## config.mk

```make
export PLATFORM = sky130hd
export DESIGN_NAME = one_pedal_drive_command
export DESIGN_NICKNAME = d
export VERILOG_FILES = /design/src/opdc_pkg.sv /design/src/opdc_ctrl.sv /design/src/opdc_dp.sv /design/src/one_pedal_drive_command.sv
export SDC_FILE = /design/constraint.sdc
export NUM_CORES = 2
export LEC_CHECK = 0
export BUFFER_PORTS_ARGS = -buffer_cell sky130_fd_sc_hd__buf_2
export CAP_MARGIN = 20
export CORE_ASPECT_RATIO = 0.7
export CORE_MARGIN = 4
export CORE_UTILIZATION = 64
export DETAILED_ROUTE_END_ITERATION = 10
export GPL_TIMING_DRIVEN = 0
export MAX_ROUTING_LAYER = met4
export PLACE_DENSITY_LB_ADDON = 0.1
export SYNTH_ARGS = -nofsm -noshare
export SYNTH_HDL_FRONTEND = slang
export SYNTH_SLANG_ARGS = --single-unit
```

## constraint.sdc

```tcl
create_clock -name clk -period 8.4 [get_ports clk]
set_input_delay 0.42 -clock clk [delete_from_list [all_inputs] [get_ports clk]]
set_output_delay 0.42 -clock clk [all_outputs]
set_load 0.01 [all_outputs]
```

## src/opdc_pkg.sv

```systemverilog
// Package for the one-pedal drive command block.
// Holds state codes, datapath widths and the controller/datapath command types.
// No dependencies.
package opdc_pkg;

	// Drive state encoding shared by the input and output channels.
	localparam logic [2:0] ST_NEUTRAL = 3'd0;
	localparam logic [2:0] ST_DRIVE   = 3'd1;
	localparam logic [2:0] ST_REVERSE = 3'd2;
	localparam logic [2:0] ST_CRUISE  = 3'd3;
	localparam logic [2:0] ST_BRAKE   = 3'd4;

	// Configuration register indexes.
	localparam logic [2:0] REG_MAX_SPEED   = 3'd0;
	localparam logic [2:0] REG_COAST_SCALE = 3'd1;
	localparam logic [2:0] REG_COAST_CAP   = 3'd2;
	localparam logic [2:0] REG_CRUISE_LIM  = 3'd3;
	localparam logic [2:0] REG_SPEED_RPM   = 3'd4;
	localparam logic [2:0] REG_TORQUE_VEL  = 3'd5;
	localparam logic [2:0] REG_HOLD_FORCE  = 3'd6;
	localparam logic [2:0] REG_DEAD_BAND   = 3'd7;

	localparam int CFG_W   = 31;
	localparam int CFG_IDX_W = 3;

	// Signed width of threshold, difference and divisor arithmetic.
	localparam int DW = 27;

	// Q0.16 current below which the setpoint is forced to zero (0.05).
	localparam logic [15:0] CURRENT_FLOOR = 16'd3277;
	// 1.0 in Q0.16.
	localparam logic signed [DW-1:0] ONE_Q16 = 27'sd65536;

	typedef enum logic [1:0] {
		CUR_ZERO,
		CUR_SAT,
		CUR_QUO
	} cur_sel_t;

	typedef struct packed {
		logic load;
		logic prep;
		logic thr;
		logic div_step;
		logic finish;
	} dp_cmd_t;

	typedef struct packed {
		logic need_div;
	} dp_sts_t;

endpackage

```

## src/opdc_ctrl.sv

```systemverilog
// Controller state machine for the one-pedal drive command block.
// Sequences the datapath and owns the channel handshakes. Uses opdc_pkg.
module opdc_ctrl #(
	parameter int FRACTION_BITS = 16
) (
	input  logic              clk,
	input  logic              arst_n,
	input  logic              in_valid,
	output logic              in_stall,
	input  logic              precharge_done,
	output logic              out_valid,
	input  logic              out_stall,
	output opdc_pkg::dp_cmd_t cmd,
	input  opdc_pkg::dp_sts_t sts
);

	localparam int CW = $clog2(FRACTION_BITS + 1);

	typedef enum logic [2:0] {
		S_IDLE,
		S_PREP,
		S_THR,
		S_DIV,
		S_FIN
	} state_t;

	state_t        state_q;
	logic [CW-1:0] cnt_q;
	logic          out_valid_q;
	logic          in_xfer;
	logic          can_finish;

	assign in_stall   = (state_q != S_IDLE);
	assign in_xfer    = in_valid && !in_stall;
	assign out_valid  = out_valid_q;
	assign can_finish = (state_q == S_FIN) && (!out_valid_q || !out_stall);

	always_comb begin
		cmd          = '0;
		cmd.load     = in_xfer && precharge_done;
		cmd.prep     = (state_q == S_PREP);
		cmd.thr      = (state_q == S_THR);
		cmd.div_step = (state_q == S_DIV);
		cmd.finish   = can_finish;
	end

	always_ff @(posedge clk or negedge arst_n) begin
		if (!arst_n) begin
			state_q     <= S_IDLE;
			cnt_q       <= '0;
			out_valid_q <= 1'b0;
		end else begin
			// A new command replaces the one that leaves at the same edge.
			if (can_finish) begin
				out_valid_q <= 1'b1;
			end else if (out_valid_q && !out_stall) begin
				out_valid_q <= 1'b0;
			end
			case (state_q)
				S_IDLE: begin
					// A tick without precharge is taken and dropped.
					if (in_xfer && precharge_done) begin
						state_q <= S_PREP;
					end
				end
				S_PREP: begin
					state_q <= S_THR;
				end
				S_THR: begin
					cnt_q   <= '0;
					state_q <= sts.need_div ? S_DIV : S_FIN;
				end
				S_DIV: begin
					cnt_q <= cnt_q + 1'b1;
					if (cnt_q == CW'(FRACTION_BITS - 1)) begin
						state_q <= S_FIN;
					end
				end
				S_FIN: begin
					if (can_finish) begin
						state_q <= S_IDLE;
					end
				end
				default: begin
					state_q <= S_IDLE;
				end
			endcase
		end
	end

endmodule

```

## src/opdc_dp.sv

```systemverilog
// Datapath for the one-pedal drive command block: configuration registers,
// threshold arithmetic, serial divider, held targets and output register. Uses opdc_pkg.
module opdc_dp #(
	parameter int FRACTION_BITS = 16
) (
	input  logic                              clk,
	input  logic                              arst_n,
	input  logic                              cfg_we,
	input  logic [opdc_pkg::CFG_IDX_W-1:0]    cfg_index,
	input  logic [opdc_pkg::CFG_W-1:0]        cfg_data,
	input  logic [15:0]                       throttle,
	input  logic                              brake_pressed,
	input  logic [2:0]                        requested_state,
	input  logic [7:0]                        target_speed,
	input  logic [6:0]                        regen_allowed,
	input  logic                              cruise_enabled,
	input  logic signed [15:0]                speed_left,
	input  logic signed [15:0]                speed_right,
	input  opdc_pkg::dp_cmd_t                 cmd,
	output opdc_pkg::dp_sts_t                 sts,
	output logic signed [31:0]                velocity_setpoint,
	output logic [15:0]                       current_setpoint,
	output logic [2:0]                        applied_state
);

	localparam int DW = opdc_pkg::DW;

	// Configuration registers.
	logic [14:0] max_speed_q;
	logic [15:0] coast_scale_q;
	logic [15:0] coast_cap_q;
	logic [15:0] cruise_lim_q;
	logic [23:0] speed_rpm_q;
	logic [30:0] torque_vel_q;
	logic [15:0] hold_force_q;
	logic [15:0] dead_band_q;

	// Held targets.
	logic [31:0] held_vel_q;
	logic [15:0] held_cur_q;

	// Latched tick.
	logic [15:0]        thr_q;
	logic               brake_q;
	logic [2:0]         req_q;
	logic [7:0]         tspeed_q;
	logic               regen_q;
	logic               cruise_q;
	logic signed [16:0] sum_q;

	// First stage: overridden state and the two products.
	logic [2:0]         st_s1;
	logic signed [33:0] prod_s1;
	logic               cap_s1;
	logic [31:0]        cruise_v_s1;

	// Second stage: final state, current source and divider operands.
	logic [2:0]              st_s2;
	opdc_pkg::cur_sel_t      sel_s2;
	logic [DW-1:0]           rem_q;
	logic [DW-1:0]           den_q;
	logic [FRACTION_BITS-1:0] quo_q;
	logic [15:0]             quo16;

	logic [2:0]              st_ovr;
	logic signed [DW-1:0]    t_c;
	logic signed [DW-1:0]    diff_c;
	logic signed [DW-1:0]    den_c;
	logic signed [DW-1:0]    thr_c;
	logic signed [DW-1:0]    db_c;
	logic                    in_band_c;
	logic                    below_c;
	logic                    sat_c;
	logic                    pedal_st_c;
	logic [DW-1:0]           r2_c;
	logic                    ge_c;
	logic [31:0]             vel_n;
	logic [15:0]             cur_n;
	logic [15:0]             cur_src;

	always_ff @(posedge clk or negedge arst_n) begin
		if (!arst_n) begin
			max_speed_q   <= 15'd8960;
			coast_scale_q <= 16'd655;
			coast_cap_q   <= 16'd22938;
			cruise_lim_q  <= 16'd3277;
			speed_rpm_q   <= 24'd65536;
			torque_vel_q  <= 31'd1310720000;
			hold_force_q  <= 16'd32768;
			dead_band_q   <= 16'd3277;
		end else if (cfg_we) begin
			case (cfg_index)
				opdc_pkg::REG_MAX_SPEED:   max_speed_q   <= cfg_data[14:0];
				opdc_pkg::REG_COAST_SCALE: coast_scale_q <= cfg_data[15:0];
				opdc_pkg::REG_COAST_CAP:   coast_cap_q   <= cfg_data[15:0];
				opdc_pkg::REG_CRUISE_LIM:  cruise_lim_q  <= cfg_data[15:0];
				opdc_pkg::REG_SPEED_RPM:   speed_rpm_q   <= cfg_data[23:0];
				opdc_pkg::REG_TORQUE_VEL:  torque_vel_q  <= cfg_data[30:0];
				opdc_pkg::REG_HOLD_FORCE:  hold_force_q  <= cfg_data[15:0];
				opdc_pkg::REG_DEAD_BAND:   dead_band_q   <= cfg_data[15:0];
				default: ;
			endcase
		end
	end

	// Cruise override, then brake / zero-throttle override.
	always_comb begin
		st_ovr = req_q;
		if (st_ovr == opdc_pkg::ST_DRIVE && cruise_q && thr_q <= cruise_lim_q) begin
			st_ovr = opdc_pkg::ST_CRUISE;
		end
		if (brake_q || (thr_q == 16'd0 && st_ovr != opdc_pkg::ST_CRUISE)) begin
			st_ovr = regen_q ? opdc_pkg::ST_BRAKE : opdc_pkg::ST_NEUTRAL;
		end
	end

	// Threshold from car speed; an arithmetic shift floors negative products.
	always_comb begin
		t_c       = cap_s1 ? $signed({11'd0, coast_cap_q}) : DW'(prod_s1 >>> 9);
		thr_c     = $signed({11'd0, thr_q});
		db_c      = $signed({11'd0, dead_band_q});
		diff_c    = thr_c - t_c;
		den_c     = opdc_pkg::ONE_Q16 - t_c;
		in_band_c = (diff_c <= db_c) && (-diff_c <= db_c);
		below_c   = diff_c < 0;
		sat_c     = (den_c <= 0) || (diff_c >= den_c);
		pedal_st_c = (st_s1 == opdc_pkg::ST_DRIVE) || (st_s1 == opdc_pkg::ST_REVERSE);
	end

	assign sts.need_div = pedal_st_c && !in_band_c && !below_c && !sat_c;

	assign r2_c = {rem_q[DW-2:0], 1'b0};
	assign ge_c = r2_c >= den_q;

	// Quotient has FRACTION_BITS fraction bits; bring it to Q0.16.
	generate
		if (FRACTION_BITS >= 16) begin : g_quo_trunc
			assign quo16 = quo_q[FRACTION_BITS-1 -: 16];
		end else begin : g_quo_wide
			assign quo16 = {quo_q, {(16 - FRACTION_BITS){1'b0}}};
		end
	endgenerate

	always_comb begin
		case (sel_s2)
			opdc_pkg::CUR_SAT: cur_src = 16'hFFFF;
			opdc_pkg::CUR_QUO: cur_src = quo16;
			default:           cur_src = 16'd0;
		endcase
	end

	always_comb begin
		vel_n = held_vel_q;
		cur_n = held_cur_q;
		case (st_s2)
			opdc_pkg::ST_DRIVE: begin
				cur_n = cur_src;
				vel_n = {1'b0, torque_vel_q};
			end
			opdc_pkg::ST_REVERSE: begin
				cur_n = cur_src;
				vel_n = 32'd0 - {1'b0, torque_vel_q};
			end
			opdc_pkg::ST_CRUISE: begin
				cur_n = hold_force_q;
				vel_n = cruise_v_s1[31] ? 32'h7FFF_FFFF : cruise_v_s1;
			end
			opdc_pkg::ST_BRAKE: begin
				cur_n = hold_force_q;
				vel_n = 32'd0;
			end
			opdc_pkg::ST_NEUTRAL: begin
				cur_n = 16'd0;
				vel_n = 32'd0;
			end
			default: ;
		endcase
		if (cur_n < opdc_pkg::CURRENT_FLOOR) begin
			cur_n = 16'd0;
		end
	end

	always_ff @(posedge clk or negedge arst_n) begin
		if (!arst_n) begin
			held_vel_q <= 32'd0;
			held_cur_q <= 16'd0;
		end else if (cmd.finish) begin
			held_vel_q <= vel_n;
			held_cur_q <= cur_n;
		end
	end

	always_ff @(posedge clk) begin
		if (cmd.load) begin
			thr_q    <= throttle;
			brake_q  <= brake_pressed;
			req_q    <= requested_state;
			tspeed_q <= target_speed;
			regen_q  <= (regen_allowed != 7'd0);
			cruise_q <= cruise_enabled;
			sum_q    <= $signed({speed_left[15], speed_left})
				+ $signed({speed_right[15], speed_right});
		end
		if (cmd.prep) begin
			st_s1       <= st_ovr;
			prod_s1     <= sum_q * $signed({1'b0, coast_scale_q});
			cap_s1      <= $signed({sum_q[16], sum_q}) > $signed({2'b00, max_speed_q, 1'b0});
			cruise_v_s1 <= {24'd0, tspeed_q} * {8'd0, speed_rpm_q};
		end
		if (cmd.thr) begin
			st_s2  <= st_s1;
			sel_s2 <= opdc_pkg::CUR_ZERO;
			rem_q  <= diff_c;
			den_q  <= den_c;
			quo_q  <= '0;
			if (pedal_st_c && !in_band_c) begin
				if (below_c) begin
					st_s2 <= opdc_pkg::ST_BRAKE;
				end else if (sat_c) begin
					sel_s2 <= opdc_pkg::CUR_SAT;
				end else begin
					sel_s2 <= opdc_pkg::CUR_QUO;
				end
			end
		end
		if (cmd.div_step) begin
			rem_q <= ge_c ? (r2_c - den_q) : r2_c;
			quo_q <= {quo_q[FRACTION_BITS-2:0], ge_c};
		end
		if (cmd.finish) begin
			velocity_setpoint <= $signed(vel_n);
			current_setpoint  <= cur_n;
			applied_state     <= st_s2;
		end
	end

endmodule

```

## src/one_pedal_drive_command.sv

```systemverilog
// Top level of the one-pedal drive command block.
// Instantiates opdc_ctrl and opdc_dp; uses opdc_pkg.
//
// Usage: one tick of driver inputs enters on the input channel (in_valid /
// in_stall) and yields one drive command on the output channel (out_valid /
// out_stall). A tick with precharge_done low is taken and dropped: no command
// comes out and the held targets stay as they are.
// Sequence: a transfer in is followed by a step of state overrides and
// multiplies (PREP), a step of threshold and band decision (THR), the
// restoring divider for FRACTION_BITS quotient bits when the pedal maps to a
// fraction (DIV), and a step to update the held targets and load the output
// register (FIN). The controller then returns to idle, where the next tick
// is taken. The divider loop sets the rate; one tick is in flight at a time.
// The output register keeps a command while out_stall is high; the block still
// takes the next tick and only holds its final step until the register frees.
// Configuration is written through cfg_we / cfg_index / cfg_data, one register
// a cycle; the user must write it only while no tick is in flight, as the
// block itself does not enforce this.
// Reset (arst_n low) restores the configuration registers to their defaults
// and clears the held velocity and current to zero; no command is pending afterwards.
module one_pedal_drive_command #(
	parameter int FRACTION_BITS = 16
) (
	input  logic                           clk,
	input  logic                           arst_n,
	input  logic                           cfg_we,
	input  logic [opdc_pkg::CFG_IDX_W-1:0] cfg_index,
	input  logic [opdc_pkg::CFG_W-1:0]     cfg_data,
	input  logic                           in_valid,
	output logic                           in_stall,
	input  logic [15:0]                    throttle,
	input  logic                           brake_pressed,
	input  logic [2:0]                     requested_state,
	input  logic [7:0]                     target_speed,
	input  logic [6:0]                     regen_allowed,
	input  logic                           cruise_enabled,
	input  logic signed [15:0]             speed_left,
	input  logic signed [15:0]             speed_right,
	input  logic                           precharge_done,
	output logic                           out_valid,
	input  logic                           out_stall,
	output logic signed [31:0]             velocity_setpoint,
	output logic [15:0]                    current_setpoint,
	output logic [2:0]                     applied_state
);

	// Commands from the sequencer and status back from the datapath.
	opdc_pkg::dp_cmd_t cmd;
	opdc_pkg::dp_sts_t sts;

	opdc_ctrl #(
		.FRACTION_BITS(FRACTION_BITS)
	) u_ctrl (
		.clk            (clk),
		.arst_n         (arst_n),
		.in_valid       (in_valid),
		.in_stall       (in_stall),
		.precharge_done (precharge_done),
		.out_valid      (out_valid),
		.out_stall      (out_stall),
		.cmd            (cmd),
		.sts            (sts)
	);

	opdc_dp #(
		.FRACTION_BITS(FRACTION_BITS)
	) u_dp (
		.clk               (clk),
		.arst_n            (arst_n),
		.cfg_we            (cfg_we),
		.cfg_index         (cfg_index),
		.cfg_data          (cfg_data),
		.throttle          (throttle),
		.brake_pressed     (brake_pressed),
		.requested_state   (requested_state),
		.target_speed      (target_speed),
		.regen_allowed     (regen_allowed),
		.cruise_enabled    (cruise_enabled),
		.speed_left        (speed_left),
		.speed_right       (speed_right),
		.cmd               (cmd),
		.sts               (sts),
		.velocity_setpoint (velocity_setpoint),
		.current_setpoint  (current_setpoint),
		.applied_state     (applied_state)
	);

endmodule

```

==> flow_summary_export.csv <==
group,metric,value,unit
status,outcome,"complete, no violations",
cts,cts.reportedPaths.clkPinSlew,0.08,ns
place,portBuffers,156,
worst_setup_path,worstSetupEndpointType,"register",
worst_setup_path,worst_setup_path_start_kind,"register",
worst_setup_path,required,8.75,ns
floorplan,core-area,61800,um^2
worst_setup_path,r2r_slack,0.42,ns
synth,synth.area.top_cells,"fa_1 (21%), edfxtp_1 (17%), dfrtp_1 (11%), ha_1 (9.1%), inv_1 (5.6%)",
synth,synth_top_area_cell,"fa_1",
flow_run,cap_violations,0,
worst_setup_path,critPathMaxFanout,10,
cts,cts_sinks,440,
synth,ys_seq_area_share,30.5,%
synth,synth_top_cell_area_share,20.5,%
cts,root_buffer,"clkbuf_16",
grt,antenna_found_initial,8,
synth,synth.distinct_cells,102,
grt,grt_max_degree,74,
routing,drt_iter0_drc,3262,
layout,syn_to_final_growth,9.46,%
timing,worstMarginPinSlew,1.04,ns
synth,syn_nets,4826,
routing,ant_nets,0,
cts,cts_setup_buffers,0,
place,hpwl,87800,um
timing,drv_slew,0,
routing,dr.pass1.iters,5,
synth,ys_ff_latch,440,
layout,final_common_cell,"inv_1",
floorplan,rows,76,
place,gp_congestion,0.982,
worst_setup_path,reg2regPathDepth,24,
synth,synth_area,40100,um^2
timing,maxSlewHeadroom,30.3,%
timing,finalSetupViolCount,0,
grt,grt_pass1_vias,30100,
worst_hold_path,min_path_type,"in -> reg",
cts,cts_buffer_depth,3,
synth,avgSynthCellArea,10.0,um^2
floorplan,io-pin-count,161,
routing,drt-wirelength-per-cell,22.1,um
timing,period_needed,7.98,ns
routing,vias_per_cell,5.98,
layout,final_cell_mix,"inv_1 (595), nand2_1 (486), fa_1 (412), ha_1 (292), edfxtp_1 (233)",
floorplan,die_y,218,um
routing,remaining_drc_errors,0,
timing,whs,0.0235,ns
floorplan,start_util,64.9,%
layout,drive_above_1_share,11.7,%
cts,h-tree-depth,2,
timing,finClkSkew,0.0435,ns
floorplan,fp.dieArea,66900,um^2
routing,via_count,30600,
timing,hold_viol_final,0,
cts,cts_tree,"done",
synth,synthArstFlopShare,47.0,%
grt,grt_pass1_wl,177000,um
synth,synth_edf_count,233,
timing,rsz0062_at_grt,"false",
timing,fmax,0.125,GHz
synth,syn_inst,4014,
routing,drt-total-wl,113000,um
floorplan,die-width,307,um
synth,ys_warn_count,0,
worst_setup_path,worstPathArrival,8.33,ns
worst_setup_path,crit_type,"reg -> reg",
timing,finalSetupTns,0,ns
cts,cts_made_buffers,45,
worst_hold_path,worstHoldPathCells,2,
layout,fin_nets,5067,
grt,track_usage,35.5,%
synth,synth_ff_type,"edfxtp_1",
grt,grt_overflow,0,
timing,timing.final.crit_share,95.0,%
cts,clk_latency,0.62,ns
## kinds of logic (layout without fill, tap and decap cells)
family,Yosys count,after routing,synth area share [%]
AOI/OAI and AO/OA,559,559,9.28
xor gates and xnor gates,144,144,3.14
adders and majority gates,704,704,29.6
buffers and inverters,760,1038,7.16
DFF,440,440,30.5
muxes,200,200,5.52
other,0,3,0
and+or+nand+nor,1207,1207,14.8
## layer usage
| metal | up-vias | global-route usage [%] | routed length, um |
|---|---|---|---|
| met2 | 1575 | 48.4 | 46000 |
| met5 | - | - | 0 |
| met4 | 0 | 8.85 | 3110 |
| met1 | 15000 | 53.1 | 49700 |
| met3 | 195 | 9.37 | 14400 |
| li1 | 13800 | - | - |
## worst paths after layout
path	endpoint	start
worst min register to register	u_dp.held_vel_q[23]	u_dp.held_vel_q[23]
worst max register to register	u_dp.prod_s1[33]	u_dp.coast_scale_q[7]
worst max-delay path	u_dp.prod_s1[33]	u_dp.coast_scale_q[7]
min in group asynchronous	u_dp.dead_band_q[1]	arst_n
max in group asynchronous	u_dp.speed_rpm_q[16]	arst_n
worst min-delay path	u_dp.torque_vel_q[26]	cfg_data[26]
## cells in the mapped netlist (10+ instances only)
cell and n:
nor3_1 56, and3_1 34, or3_1 16, nand2b_1 19
xor2_1 44, and2_1 218, a21o_1 48, buf_1 20
mux2_2 164, dfstp_2 38, fa_1 412, xnor2_1 100
mux2i_1 34, nor2b_1 41, nor3b_1 16, nand2_1 486
clkbuf_1 134, ha_1 292, nor2_1 169, a21oi_1 128
o21a_1 39, o21bai_1 10, a31oi_1 41, nand4_1 28
nor4_1 24, dfrtp_1 169, nand3_1 47, edfxtp_1 233
or4_1 12, o221ai_1 31, inv_1 595, o21ai_0 125
## through the flow
| step | instances | worst slack [ns] | instance area, um^2 | util, % |
|---|---|---|---|---|
| floorplan | 4014 | 1.52 | 40100 | - |
| global placement | 4989 | 0.137 | 42000 | 67.9 |
| detailed placement | 5000 | 0.149 | 42200 | 68.2 |
| CTS | 5112 | 0.0937 | 43900 | 71.1 |
| global route | 5114 | 0.0235 | 43900 | 71.1 |
| finish | 5114 | 0.420 | 43900 | 71.1 |
## what timing repair did
action,CTS,global route
endpoints found under the hold margin,81,0
endpoints found under the setup margin,0,8
hold buffers,28,0
resized for setup,0,4
## layout make-up
class / instances / area, um^2
inverter: 599 / 2250
clock buffer: 60 / 1200
tap: 819 / 1020
fill: 4620 / 17900
antenna: 3 / 7.51
sequential: 440 / 12200
multi-input combinational: 2814 / 25100
buffer: 160 / 627
clock inverter: 24 / 275
timing repair buffer: 195 / 1250
## state kept, by name, indices dropped and copies added, names as in the netlist, 17 cells and up
name / count
u_dp.den_q: 27
u_dp.rem_q: 26
u_dp.cruise_v_s1: 32
u_dp.torque_vel_q: 31
u_dp.prod_s1: 25
u_dp.sum_q: 17
u_dp.velocity_setpoint: 32
u_dp.held_vel_q: 32
u_dp.speed_rpm_q: 24
## worst max-delay path, stage by stage (launching register included)
cell,delay [ns]
dfstp_2,0.53
clkbuf_1,0.39
clkbuf_1,0.54
nand2_1,0.17
fa_1,0.57
inv_1,0.05
fa_1,0.52
inv_1,0.05
fa_1,0.46
fa_1,0.49
inv_1,0.06
fa_1,0.52
fa_1,0.50
ha_1,0.36
a21o_1,0.19
a21oi_1,0.17
nor2b_1,0.14
o21ai_0,0.11
a31oi_1,0.38
o21ai_0,0.29
o211a_1,0.32
o32ai_1,0.42
o21bai_1,0.16
a21oi_1,0.20
xnor2_1,0.09
Power is left out: the tool's default activity adds up to more than one toggle a clock period on the data nets, which glitch-free logic cannot reach.
